`config.mk`:
```
export PLATFORM = sky130hd
export DESIGN_NAME = node_count_line_parser
export DESIGN_NICKNAME = d
export VERILOG_FILES = /design/src/design/nclp_pkg.sv /design/src/design/node_count_line_parser.sv
export SDC_FILE = /design/constraint.sdc
export NUM_CORES = 2
export LEC_CHECK = 0
export CORE_ASPECT_RATIO = 0.6
export CORE_MARGIN = 2
export CORE_UTILIZATION = 45
export CTS_CLUSTER_DIAMETER = 30
export DETAILED_ROUTE_END_ITERATION = 7
export DONT_BUFFER_PORTS = 1
export HOLD_SLACK_MARGIN = 0.05
export REMOVE_ABC_BUFFERS = 1
export SYNTH_ARGS = -nofsm -noshare
export SYNTH_HDL_FRONTEND = slang
export SYNTH_SLANG_ARGS = --single-unit
```
`constraint.sdc`:
```
create_clock -name clk -period 8.1 [get_ports clk]
set_input_delay 1.215 -clock clk [delete_from_list [all_inputs] [get_ports clk]]
set_output_delay 1.215 -clock clk [all_outputs]
set_load 0.02 [all_outputs]
```
`src/design/nclp_pkg.sv`:
```
package nclp_pkg;

    // Count saturation width and the fixed field widths
    localparam int COUNT_WIDTH_DEF = 32;
    localparam int SCALE_W         = 24;
    localparam int TOTAL_W         = 32;
    localparam int ACT_W           = 48;
    localparam int KIND_W          = 3;
    localparam int IN_DATA_W       = 8;
    localparam int OUT_DATA_W      = 3 * TOTAL_W + 2 * ACT_W;

    localparam logic [SCALE_W-1:0] SCALE_RESET = 24'd42336;

    typedef logic [KIND_W-1:0]  report_kind_t;
    typedef logic [TOTAL_W-1:0] total_t;
    typedef logic [ACT_W-1:0]   activity_t;

    // Report kinds
    localparam report_kind_t RK_HELLO    = 3'd0;
    localparam report_kind_t RK_NODE_ONE = 3'd1;
    localparam report_kind_t RK_NODE_TWO = 3'd2;
    localparam report_kind_t RK_UNKNOWN  = 3'd3;
    localparam report_kind_t RK_NO_SEP   = 3'd4;
    localparam report_kind_t RK_NO_KEY   = 3'd5;
    localparam report_kind_t RK_WINDOW   = 3'd6;

    // Input item kinds
    localparam logic KIND_BYTE = 1'b0;
    localparam logic KIND_TICK = 1'b1;

    // Number scanner phases
    localparam logic [1:0] NUM_START = 2'd0;
    localparam logic [1:0] NUM_SIGN  = 2'd1;
    localparam logic [1:0] NUM_DIGIT = 2'd2;
    localparam logic [1:0] NUM_DONE  = 2'd3;

    // Key match progress
    localparam logic [1:0] KEY_NONE  = 2'd0;
    localparam logic [1:0] KEY_C     = 2'd1;
    localparam logic [1:0] KEY_FOUND = 2'd2;

    localparam logic [2:0] HELLO_FOUND = 3'd5;

    // Character codes
    localparam logic [7:0] CH_LF    = 8'd10;
    localparam logic [7:0] CH_CR    = 8'd13;
    localparam logic [7:0] CH_SPACE = 8'd32;
    localparam logic [7:0] CH_TILDE = 8'd126;
    localparam logic [7:0] CH_PLUS  = 8'd43;
    localparam logic [7:0] CH_MINUS = 8'd45;
    localparam logic [7:0] CH_ZERO  = 8'd48;
    localparam logic [7:0] CH_ONE   = 8'd49;
    localparam logic [7:0] CH_TWO   = 8'd50;
    localparam logic [7:0] CH_NINE  = 8'd57;
    localparam logic [7:0] CH_SEMI  = 8'd59;
    localparam logic [7:0] CH_EQUAL = 8'd61;
    localparam logic [7:0] CH_C     = 8'd67;
    localparam logic [7:0] CH_E     = 8'd69;
    localparam logic [7:0] CH_H     = 8'd72;
    localparam logic [7:0] CH_L     = 8'd76;
    localparam logic [7:0] CH_O     = 8'd79;

    // Expected character at each position of the handshake word
    function automatic logic [7:0] hello_char(input logic [2:0] idx);
        logic [7:0] ch;
        case (idx)
            3'd0:    ch = CH_H;
            3'd1:    ch = CH_E;
            3'd2:    ch = CH_L;
            3'd3:    ch = CH_L;
            3'd4:    ch = CH_O;
            default: ch = 8'd0;
        endcase
        return ch;
    endfunction

endpackage

```
`src/design/node_count_line_parser.sv`:
```
// Node count line parser.
//
// Input stream (s_axis_*): one item per accepted handshake. tuser selects the
// kind: a received serial byte in tdata[7:0], or the end of an integration
// window. Bytes build text lines; CR or LF closes a line and may produce one
// result. A window end always produces one report with both totals and their
// activities, then clears the totals.
// Output stream (m_axis_*): tuser carries the report kind, tdata the counts,
// totals and activities.
// Configuration: cfg_we writes cfg_wdata into the activity scale; write it
// only while no item is in flight.
// Throughput: one item per cycle unless the receiver stalls. A result passes the
// input register, the parse stage and the multiply stage, each stage ending in a
// register. The two 32x24 multipliers of the window report set the last stage.
// Reset clears the line state, both totals and all stage valid flags, and
// loads the default scale. When the receiver stalls, the stages fill up and
// s_axis_tready drops once all three registers hold items; nothing is lost.
module node_count_line_parser #(
    parameter int COUNT_WIDTH = nclp_pkg::COUNT_WIDTH_DEF
) (
    input  logic                                 clk,
    input  logic                                 rst_n,
    input  logic                                 cfg_we,
    input  logic [nclp_pkg::SCALE_W-1:0]         cfg_wdata,
    input  logic                                 s_axis_tvalid,
    output logic                                 s_axis_tready,
    input  logic [nclp_pkg::IN_DATA_W-1:0]       s_axis_tdata,  // [7:0] rx_byte
    input  logic                                 s_axis_tuser,  // [0] kind
    output logic                                 m_axis_tvalid,
    input  logic                                 m_axis_tready,
    // [31:0] parsed_count, [63:32] total_one, [95:64] total_two,
    // [143:96] activity_one, [191:144] activity_two
    output logic [nclp_pkg::OUT_DATA_W-1:0]      m_axis_tdata,
    output logic [nclp_pkg::KIND_W-1:0]          m_axis_tuser   // [2:0] report_kind
);
    import nclp_pkg::*;

    localparam int NEG_W = (COUNT_WIDTH > TOTAL_W) ? COUNT_WIDTH : TOTAL_W;
    localparam int SUM_W = COUNT_WIDTH + 4;
    localparam int PROD_W = TOTAL_W + SCALE_W;

    localparam logic [COUNT_WIDTH-1:0] LIMIT = {1'b1, {(COUNT_WIDTH-1){1'b0}}};

    // ---------------- configuration ----------------
    logic [SCALE_W-1:0] scale_reg;

    always_ff @(posedge clk or negedge rst_n)
    begin
        if (!rst_n)
        begin
            scale_reg <= SCALE_RESET;
        end
        else if (cfg_we)
        begin
            scale_reg <= cfg_wdata;
        end
    end

    // ---------------- stage handshakes ----------------
    logic in_valid_reg;
    logic in_kind_reg;
    logic [7:0] in_byte_reg;
    logic mid_valid_reg;
    logic out_valid_reg;
    logic out_ready;
    logic mid_ready;
    logic in_ready;
    logic b_fire;

    // Each stage moves when it is empty or its successor moves
    assign out_ready = !out_valid_reg || m_axis_tready;
    assign mid_ready = !mid_valid_reg || out_ready;
    assign in_ready  = !in_valid_reg || mid_ready;
    assign b_fire    = in_valid_reg && mid_ready;

    assign s_axis_tready = in_ready;

    // ---------------- input register ----------------
    always_ff @(posedge clk or negedge rst_n)
    begin
        if (!rst_n)
        begin
            in_valid_reg <= 1'b0;
        end
        else if (in_ready)
        begin
            in_valid_reg <= s_axis_tvalid;
        end
    end

    always_ff @(posedge clk)
    begin
        if (in_ready && s_axis_tvalid)
        begin
            in_kind_reg <= s_axis_tuser;
            in_byte_reg <= s_axis_tdata;
        end
    end

    // ---------------- parse stage ----------------
    logic nonblank_seen_reg, nonblank_seen_next;
    logic semicolon_seen_reg, semicolon_seen_next;
    logic id_has_one_reg, id_has_one_next;
    logic id_has_two_reg, id_has_two_next;
    logic [2:0] hello_match_reg, hello_match_next;
    logic [1:0] key_match_reg, key_match_next;
    logic [1:0] number_phase_reg, number_phase_next;
    logic number_negative_reg, number_negative_next;
    logic [COUNT_WIDTH-1:0] number_magnitude_reg, number_magnitude_next;
    total_t accum_one_reg, accum_one_next;
    total_t accum_two_reg, accum_two_next;

    logic has_result;
    report_kind_t rk;
    total_t count_value;

    logic [7:0] ch;
    logic is_digit;
    logic is_printable;
    logic is_eol;
    logic [3:0] digit_value;
    logic [SUM_W-1:0] mag_ext;
    logic [SUM_W-1:0] mag_sum;
    logic [COUNT_WIDTH-1:0] mag_grown;
    logic [NEG_W-1:0] mag_wide;
    logic [NEG_W-1:0] mag_neg;
    logic [COUNT_WIDTH-1:0] mag_pos;
    total_t final_count;

    assign ch           = in_byte_reg;
    assign is_digit     = (ch >= CH_ZERO) && (ch <= CH_NINE);
    assign is_printable = (ch >= CH_SPACE) && (ch <= CH_TILDE);
    assign is_eol       = (ch == CH_LF) || (ch == CH_CR);
    assign digit_value  = ch[3:0];

    // Decimal accumulate: times ten plus the digit, clamped to the limit
    assign mag_ext   = SUM_W'(number_magnitude_reg);
    assign mag_sum   = (mag_ext << 3) + (mag_ext << 1) + SUM_W'(digit_value);
    assign mag_grown = (mag_sum > SUM_W'(LIMIT)) ? LIMIT : mag_sum[COUNT_WIDTH-1:0];

    // Signed result: negate the magnitude, or clamp it to the positive maximum
    assign mag_wide = NEG_W'(number_magnitude_reg);
    assign mag_neg  = '0 - mag_wide;
    assign mag_pos  = (number_magnitude_reg == LIMIT) ? (LIMIT - 1'b1) : number_magnitude_reg;

    always_comb
    begin
        logic [NEG_W-1:0] pos_wide;
        pos_wide = NEG_W'(mag_pos);
        if (number_negative_reg)
        begin
            final_count = mag_neg[TOTAL_W-1:0];
        end
        else
        begin
            final_count = pos_wide[TOTAL_W-1:0];
        end
    end

    always_comb
    begin
        logic clear_line;
        clear_line            = 1'b0;
        nonblank_seen_next    = nonblank_seen_reg;
        semicolon_seen_next   = semicolon_seen_reg;
        id_has_one_next       = id_has_one_reg;
        id_has_two_next       = id_has_two_reg;
        hello_match_next      = hello_match_reg;
        key_match_next        = key_match_reg;
        number_phase_next     = number_phase_reg;
        number_negative_next  = number_negative_reg;
        number_magnitude_next = number_magnitude_reg;
        accum_one_next        = accum_one_reg;
        accum_two_next        = accum_two_reg;
        has_result            = 1'b0;
        rk                    = RK_WINDOW;
        count_value           = '0;

        if (in_kind_reg == KIND_TICK)
        begin
            // Report the totals as they stand, then clear them
            has_result     = 1'b1;
            rk             = RK_WINDOW;
            accum_one_next = '0;
            accum_two_next = '0;
        end
        else if (is_eol)
        begin
            clear_line = 1'b1;
            if (nonblank_seen_reg)
            begin
                has_result = 1'b1;
                if ((hello_match_reg == HELLO_FOUND) && semicolon_seen_reg)
                begin
                    rk = RK_HELLO;
                end
                else if (!semicolon_seen_reg)
                begin
                    rk = RK_NO_SEP;
                end
                else if (key_match_reg != KEY_FOUND)
                begin
                    rk = RK_NO_KEY;
                end
                else
                begin
                    count_value = final_count;
                    if (id_has_one_reg)
                    begin
                        accum_one_next = accum_one_reg + final_count;
                        rk = RK_NODE_ONE;
                    end
                    else if (id_has_two_reg)
                    begin
                        accum_two_next = accum_two_reg + final_count;
                        rk = RK_NODE_TWO;
                    end
                    else
                    begin
                        rk = RK_UNKNOWN;
                    end
                end
            end
        end
        else if (is_printable)
        begin
            if (ch != CH_SPACE)
            begin
                nonblank_seen_next = 1'b1;
            end

            if (hello_match_reg < HELLO_FOUND)
            begin
                if (ch == hello_char(hello_match_reg))
                begin
                    hello_match_next = hello_match_reg + 3'd1;
                end
                else
                begin
                    hello_match_next = (ch == CH_H) ? 3'd1 : 3'd0;
                end
            end

            if (!semicolon_seen_reg)
            begin
                // Node id part: look for the separator and the id digits
                if (ch == CH_SEMI)
                begin
                    semicolon_seen_next = 1'b1;
                end
                else if (ch == CH_ONE)
                begin
                    id_has_one_next = 1'b1;
                end
                else if (ch == CH_TWO)
                begin
                    id_has_two_next = 1'b1;
                end
            end
            else if (key_match_reg == KEY_FOUND)
            begin
                case (number_phase_reg)
                    NUM_START:
                    begin
                        if (ch == CH_SPACE)
                        begin
                            number_phase_next = NUM_START;
                        end
                        else if ((ch == CH_PLUS) || (ch == CH_MINUS))
                        begin
                            number_negative_next = (ch == CH_MINUS);
                            number_phase_next    = NUM_SIGN;
                        end
                        else if (is_digit)
                        begin
                            number_magnitude_next = COUNT_WIDTH'(digit_value);
                            number_phase_next     = NUM_DIGIT;
                        end
                        else
                        begin
                            number_phase_next = NUM_DONE;
                        end
                    end
                    NUM_SIGN, NUM_DIGIT:
                    begin
                        if (is_digit)
                        begin
                            number_magnitude_next = mag_grown;
                            number_phase_next     = NUM_DIGIT;
                        end
                        else
                        begin
                            number_phase_next = NUM_DONE;
                        end
                    end
                    default:
                    begin
                        number_phase_next = NUM_DONE;
                    end
                endcase
            end
            else if ((key_match_reg == KEY_C) && (ch == CH_EQUAL))
            begin
                key_match_next = KEY_FOUND;
            end
            else
            begin
                key_match_next = (ch == CH_C) ? KEY_C : KEY_NONE;
            end
        end

        if (clear_line)
        begin
            nonblank_seen_next    = 1'b0;
            semicolon_seen_next   = 1'b0;
            id_has_one_next       = 1'b0;
            id_has_two_next       = 1'b0;
            hello_match_next      = 3'd0;
            key_match_next        = KEY_NONE;
            number_phase_next     = NUM_START;
            number_negative_next  = 1'b0;
            number_magnitude_next = '0;
        end
    end

    always_ff @(posedge clk or negedge rst_n)
    begin
        if (!rst_n)
        begin
            nonblank_seen_reg    <= 1'b0;
            semicolon_seen_reg   <= 1'b0;
            id_has_one_reg       <= 1'b0;
            id_has_two_reg       <= 1'b0;
            hello_match_reg      <= 3'd0;
            key_match_reg        <= KEY_NONE;
            number_phase_reg     <= NUM_START;
            number_negative_reg  <= 1'b0;
            number_magnitude_reg <= '0;
            accum_one_reg        <= '0;
            accum_two_reg        <= '0;
        end
        else if (b_fire)
        begin
            nonblank_seen_reg    <= nonblank_seen_next;
            semicolon_seen_reg   <= semicolon_seen_next;
            id_has_one_reg       <= id_has_one_next;
            id_has_two_reg       <= id_has_two_next;
            hello_match_reg      <= hello_match_next;
            key_match_reg        <= key_match_next;
            number_phase_reg     <= number_phase_next;
            number_negative_reg  <= number_negative_next;
            number_magnitude_reg <= number_magnitude_next;
            accum_one_reg        <= accum_one_next;
            accum_two_reg        <= accum_two_next;
        end
    end

    // ---------------- middle register ----------------
    report_kind_t mid_kind_reg;
    total_t mid_count_reg;
    total_t mid_total_one_reg;
    total_t mid_total_two_reg;

    always_ff @(posedge clk or negedge rst_n)
    begin
        if (!rst_n)
        begin
            mid_valid_reg <= 1'b0;
        end
        else if (mid_ready)
        begin
            mid_valid_reg <= in_valid_reg && has_result;
        end
    end

    // Window reports carry the totals before clearing, line results after update
    always_ff @(posedge clk)
    begin
        if (b_fire && has_result)
        begin
            mid_kind_reg      <= rk;
            mid_count_reg     <= count_value;
            mid_total_one_reg <= (rk == RK_WINDOW) ? accum_one_reg : accum_one_next;
            mid_total_two_reg <= (rk == RK_WINDOW) ? accum_two_reg : accum_two_next;
        end
    end

    // ---------------- multiply stage ----------------
    logic [PROD_W-1:0] prod_one;
    logic [PROD_W-1:0] prod_two;
    activity_t act_one;
    activity_t act_two;

    assign prod_one = PROD_W'(mid_total_one_reg) * PROD_W'(scale_reg);
    assign prod_two = PROD_W'(mid_total_two_reg) * PROD_W'(scale_reg);

    always_comb
    begin
        act_one = '0;
        act_two = '0;
        if (mid_kind_reg == RK_WINDOW)
        begin
            act_one = (|prod_one[PROD_W-1:ACT_W]) ? '1 : prod_one[ACT_W-1:0];
            act_two = (|prod_two[PROD_W-1:ACT_W]) ? '1 : prod_two[ACT_W-1:0];
        end
    end

    // ---------------- output register ----------------
    report_kind_t out_kind_reg;
    logic [OUT_DATA_W-1:0] out_data_reg;

    always_ff @(posedge clk or negedge rst_n)
    begin
        if (!rst_n)
        begin
            out_valid_reg <= 1'b0;
        end
        else if (out_ready)
        begin
            out_valid_reg <= mid_valid_reg;
        end
    end

    always_ff @(posedge clk)
    begin
        if (out_ready && mid_valid_reg)
        begin
            out_kind_reg <= mid_kind_reg;
            out_data_reg <= {act_two, act_one, mid_total_two_reg,
                             mid_total_one_reg, mid_count_reg};
        end
    end

    assign m_axis_tvalid = out_valid_reg;
    assign m_axis_tuser  = out_kind_reg;
    assign m_axis_tdata  = out_data_reg;

    // ---------------- assertions ----------------
    a_tick_clears_totals: assert property (@(posedge clk) disable iff (!rst_n)
        (b_fire && (in_kind_reg == KIND_TICK)) |=>
            ((accum_one_reg == '0) && (accum_two_reg == '0)))
        else $error("totals not cleared after window report");

    a_key_after_sep: assert property (@(posedge clk) disable iff (!rst_n)
        (key_match_reg != KEY_NONE) |-> semicolon_seen_reg)
        else $error("count key matched before separator");

    a_number_after_key: assert property (@(posedge clk) disable iff (!rst_n)
        (number_phase_reg != NUM_START) |-> (key_match_reg == KEY_FOUND))
        else $error("number scan started without count key");

    a_activity_only_on_report: assert property (@(posedge clk) disable iff (!rst_n)
        (m_axis_tvalid && (m_axis_tuser != RK_WINDOW)) |->
            (m_axis_tdata[OUT_DATA_W-1:3*TOTAL_W] == '0))
        else $error("activity on a line result");

    a_report_no_count: assert property (@(posedge clk) disable iff (!rst_n)
        (mid_valid_reg && (mid_kind_reg == RK_WINDOW)) |-> (mid_count_reg == '0))
        else $error("window report carries a count");

endmodule

```
# Yosys cells after proc, flatten, opt, wreduce, memory -nomap -nowiden
# Cells that the tools add are included.
# word_totals
out_inout_bits,197
wordCells,232
in_bits,38
reg_bits,438
# classes
n_mux,111
n_lt_le_gt_ge,6
n_bitwise,3
n_reduce_logical,43
multipliers,2
addsub,6
eq_ne,37
# op_table
cell,n
two-way mux 32 bit,30
multiplier 32 x 24 -> 56 bit,2
two-way mux 48 bit,2
adder 32 bit,2
case mux 32 bit (2 select lines),1
"equality test 8 x 6 -> 1 bit, second input constant",7
two-way mux 1 bit,44
adder 35 x 33 -> 36 bit,1
adder 36 x 4 -> 36 bit,1
"> comparator 36 x 32 -> 1 bit, second input constant",1
two-way mux 3 bit,12
"equality test 32 bit, second input constant",1
two-way mux 2 bit,16
two-way mux 8 bit,4
"subtractor 1 x 32 -> 32 bit, first input constant",1
case mux 7 bit (4 select lines),1
nonzero test 2 bit,9
"equality test 8 x 4 -> 1 bit, second input constant",2
"equality test 8 x 7 -> 1 bit, second input constant",2
"greater-or-equal comparator 8 x 6 -> 1 bit, second input constant",2
OR reduction 8 bit,2
"inequality test 2 x 1 -> 1 bit, second input constant",7
"equality test 3 bit, second input constant",4
"inequality test 3 bit, second input constant",4
other kinds (28),50

# Depth between registers and ports, before layout
# depth
word_depth,14
mapped_depth,31
mapped_depth_nobuf,26

# Least setup slack after synthesis
# No wires, ideal clock.
# synth_path
kind,flip-flop to flip-flop
from,register scale_reg[5]
to,"register out_data_reg[131], in the netlist m_axis_tdata[131] (data pin)"
path_slack_ps,353
arrival_time_ps,7467
synth_period_minus_slack_ps,7747
path_buffers,5
stages_incl_launch_ff,29
cell_sequence,dfstp_2 -> clkbuf_1 -> clkbuf_1 -> nand2_1 -> fa_1 -> inv_1 -> fa_1 -> inv_1 -> fa_1 -> inv_1 -> fa_1 -> ha_1 -> inv_1 -> fa_1 -> inv_1 -> fa_1 -> ha_1 -> clkbuf_1 -> nand3_1 -> or4_4 -> a2111o_1 -> a211oi_1 -> o2111ai_1 -> a211o_1 -> a2111oi_0 -> and4b_1 -> buf_6 -> buf_8 -> a21oi_2
# synth_between
elab_chain_len,3
# synth_rtl
element,line_no,source
start: declaration,node_count_line_parser.sv:45,logic [SCALE_W-1:0] scale_reg;
start signal: assignment,node_count_line_parser.sv:55,scale_reg <= cfg_wdata;
multiplier 32 x 24 -> 56 bit (*),node_count_line_parser.sv:394,assign prod_one = PROD_W'(mid_total_one_reg) * PROD_W'(scale_reg);
OR reduction 8 bit,node_count_line_parser.sv:403,act_one = (|prod_one[PROD_W-1:ACT_W]) ? '1 : prod_one[ACT_W-1:0];
two-way mux 48 bit (*),node_count_line_parser.sv:403,
end signal: assignment,node_count_line_parser.sv:429,"out_data_reg <= {act_two, act_one, mid_total_two_reg,"
end: declaration,node_count_line_parser.sv:410,logic [OUT_DATA_W-1:0] out_data_reg;
# Every way passes the cells marked *; elsewhere a longest branch is shown, timed or not.
# A chain may end at the register's enable or synchronous reset.

# Final worst setup path
# layout_path
from,register scale_reg[5]
to,"register out_data_reg[119], in the netlist m_axis_tdata[119] (data pin)"
# The elaborated chain is that of the path after synthesis.

==> results.py <==
metrics = {
    "route": {
        "avgViaCountPerCell": 5.43,
        "drtPass1Iterations": 6,
        "wl_per_cell_um": 22.2,
        "ant_nets": 0,
        "drc_errors": 0,
        "initialDrtViolationCount": 5224,
        "vias": 55800,
        "routed_wirelength_mm": 228,
    },
    "run_status": {
        "violations": "setup timing",
        "status": "finished with violations",
    },
    "sta": {
        "rsz0062_at_grt": "true",
        "drv_slew": 0,
        "finalSetupViolCount": 72,
        "hold_viol_final": 0,
        "hold_ws_ns": 0.182,
        "slew-limit-headroom": 0.166,
        "tightest_slew_ns": 1.25,
        "fin_ws_ns": -0.144,
        "fin_tns_setup_ns": -5.56,
        "worst_clock_skew_ns": 0.0791,
        "final.min_clock_period_ns": 8.24,
        "fmax_mhz": 121,
        "fin_crit_sh": 1.02,
    },
    "synthesis": {
        "yosys.area_share.simple": 0.170,
        "ys_warn_count": 0,
        "netlist_area_um2": 72700,
        "synth_ff_type": "edfxtp_1",
        "synthArstFlopShare": 0.308,
        "netlist_top_cells_area": "fa_1, edfxtp_1, ha_1, inv_1, and2_1",
        "synth_fa_ha_area_frac": 0.449,
        "netlist.area_leader.share": 0.364,
        "synth_edf_count": 303,
        "synth_seq_cells": 438,
        "yosysTopAreaCell": "fa_1",
        "synth_mux_area_frac": 0.00566,
        "yosysSeqAreaShare": 0.172,
        "synth_top_family_by_area": "adder cells",
        "syn_inst": 7797,
        "synth_compound_area_frac": 0.0789,
        "syn_avg_cell_area_um2": 9.32,
        "synth.distinct_cells": 83,
        "synth_xor_area_frac": 0.0237,
    },
    "place": {
        "portBuffers": 0,
        "place_hpwl_mm": 178,
        "place_area_um2": 78600,
        "gp_congestion": 0.945,
    },
    "layout": {
        "nFillCells": 14600,
        "final_util": 0.521,
        "largest_reg_flops": 192,
        "mostFrequentLayoutCell": "inv_1",
        "drive_gt1_frac": 0.113,
        "final_cell_mix": "inv_1, fa_1, nand2_1",
        "layout.nets": 9884,
        "fin_area_um2": 83700,
        "area_delta_synth_final_pct": 15.2,
    },
    "critical_path": {
        "cp.required_ns": 8.51,
        "path_max_fanout": 22,
        "worstSetupEndpointType": "register",
        "critical_path_class": "register to register",
        "worst-endpoint-arrival_ns": 8.65,
        "ff2ff_path_depth": 27,
        "start_kind": "register",
        "r2r_slack_ns": -0.14,
    },
    "cts": {
        "cts_buffers": 99,
        "insertion_delay_ns": 0.76,
        "clock_path_buffers": 3,
        "numClockSinks": 438,
        "root_buffer": "clkbuf_16",
        "cts_tree": "done",
        "htreeDepth": 3,
        "clk_pin_slew_worst_paths_ns": 0.06,
    },
    "global_route": {
        "grt_use_total": 0.279,
        "grt-ovfl-total": 0,
        "grt_pass1_vias": 57700,
        "antenna_found_initial": 24,
        "grt_max_degree": 136,
        "grt_pass1_wl_mm": 351,
    },
    "die": {
        "core_area_um2": 161000,
        "die-area_um2": 165000,
        "pin_count": 235,
        "die_w_um": 523,
        "num_rows": 114,
        "die_y_um": 315,
        "start_util": 0.452,
    },
    "worst_hold_path": {
        "min_path_type": "input pin to asynchronous set/reset pin",
    },
    "flow_run": {
        "max_cap_violations": 0,
    },
}
==> cells by family after synthesis <==
kind of cell,after synthesis
adder cells (fa/ha/maj),1815
XOR/XNOR,197
flip-flops,438
multiplexers,37
buffers and inverters,1946
AND/OR/NAND/NOR,2482
AO/OA/AOI/OAI,882
==> final timing paths <==
path                                   startpoint                end
worst max register to register       scale_reg[5]  m_axis_tdata[119]
max in group asynchronous                   rst_n  accum_one_reg[15]
worst max-delay path                 scale_reg[5]  m_axis_tdata[119]
worst min-delay path                        rst_n  accum_two_reg[22]
min in group clk                mid_count_reg[19]   m_axis_tdata[19]
worst min register to register  mid_count_reg[19]   m_axis_tdata[19]
==> final cells by class <==
class / count / area, um^2 / share of cell area
Clock buffer: 106 / 2520 / 0.0302
Sequential cell: 438 / 12500 / 0.149
Inverter: 1524 / 5720 / 0.0683
Antenna cell: 7 / 17.5 / 0.000209
Timing Repair Buffer: 555 / 5890 / 0.0704
Multi-Input combinational cell: 5413 / 53400 / 0.637
Clock inverter: 82 / 1000 / 0.0120
Tap cell: 2146 / 2690 / 0.0321
==> metrics by stage <==
| stage | setup slack (ns) | instances |
|---|---|---|
| final | -0.144 | 10300 |
| after global routing | -0.361 | 10300 |
| after CTS | -0.0442 | 10200 |
| after detailed placement | -0.530 | 10000 |
| after global placement | -0.408 | 10000 |
| after floorplan | -0.941 | 7375 |
==> cell usage after synthesis, drive strengths merged, types with 9 or more instances <==
cell / count
a2111oi: 9
a211o: 9
a211oi: 36
a21o: 95
a21oi: 316
a221oi: 9
a22o: 50
a31oi: 27
and2: 842
and3: 37
and4: 9
buf: 10
clkbuf: 412
dfrtp: 129
edfxtp: 303
fa: 1320
ha: 495
inv: 1524
mux2: 33
nand2: 1083
nand2b: 26
nand3: 65
nand3b: 9
nand4: 49
nor2: 161
nor2b: 37
nor3: 85
nor4: 20
o2111ai: 9
o211ai: 15
o21a: 30
o21ai: 147
o21bai: 21
o31ai: 24
o41ai: 9
or3: 15
xnor2: 115
xor2: 82
==> worst max-delay path, cell delays in order, from the launching register on <==
cell and delay, ns:
dfstp_2 0.57, buf_12 0.18, buf_8 0.15, nand2_1 0.08, fa_1 0.50, inv_1 0.05
fa_1 0.50, inv_1 0.07, fa_1 0.59, fa_1 0.48, fa_1 0.54, inv_1 0.05
fa_1 0.47, inv_1 0.05, fa_1 0.49, inv_1 0.07, ha_4 0.29, nand3_1 0.11
a2111o_1 0.43, a211oi_2 0.29, buf_6 0.21, o2111ai_4 0.17, a211o_1 0.40, a2111oi_4 0.34
and4b_4 0.34, buf_12 0.12, buf_16 0.15, a21oi_1 0.11
==> routing by layer <==
metal / global-route usage / vias up / wire [um] / share of wire
li1: - / 24700 / - / -
met1: 0.438 / 28300 / 107000 / 0.47
met2: 0.376 / 2535 / 88300 / 0.39
met3: 0.0868 / 225 / 28300 / 0.12
met4: 0.0476 / 22 / 3780 / 0.017
met5: 0 / - / 145 / 0.00064
==> what timing repair did <==
item,CTS,global route
buffers inserted,18,28
pin swaps,13,34
hold buffers,0,0
cloned,8,10
endpoints found under the setup margin,96,96
gates resized for setup,69,90
Power is left out: the tool's default activity adds up to more than one toggle a clock period on the data nets, which glitch-free logic cannot reach.
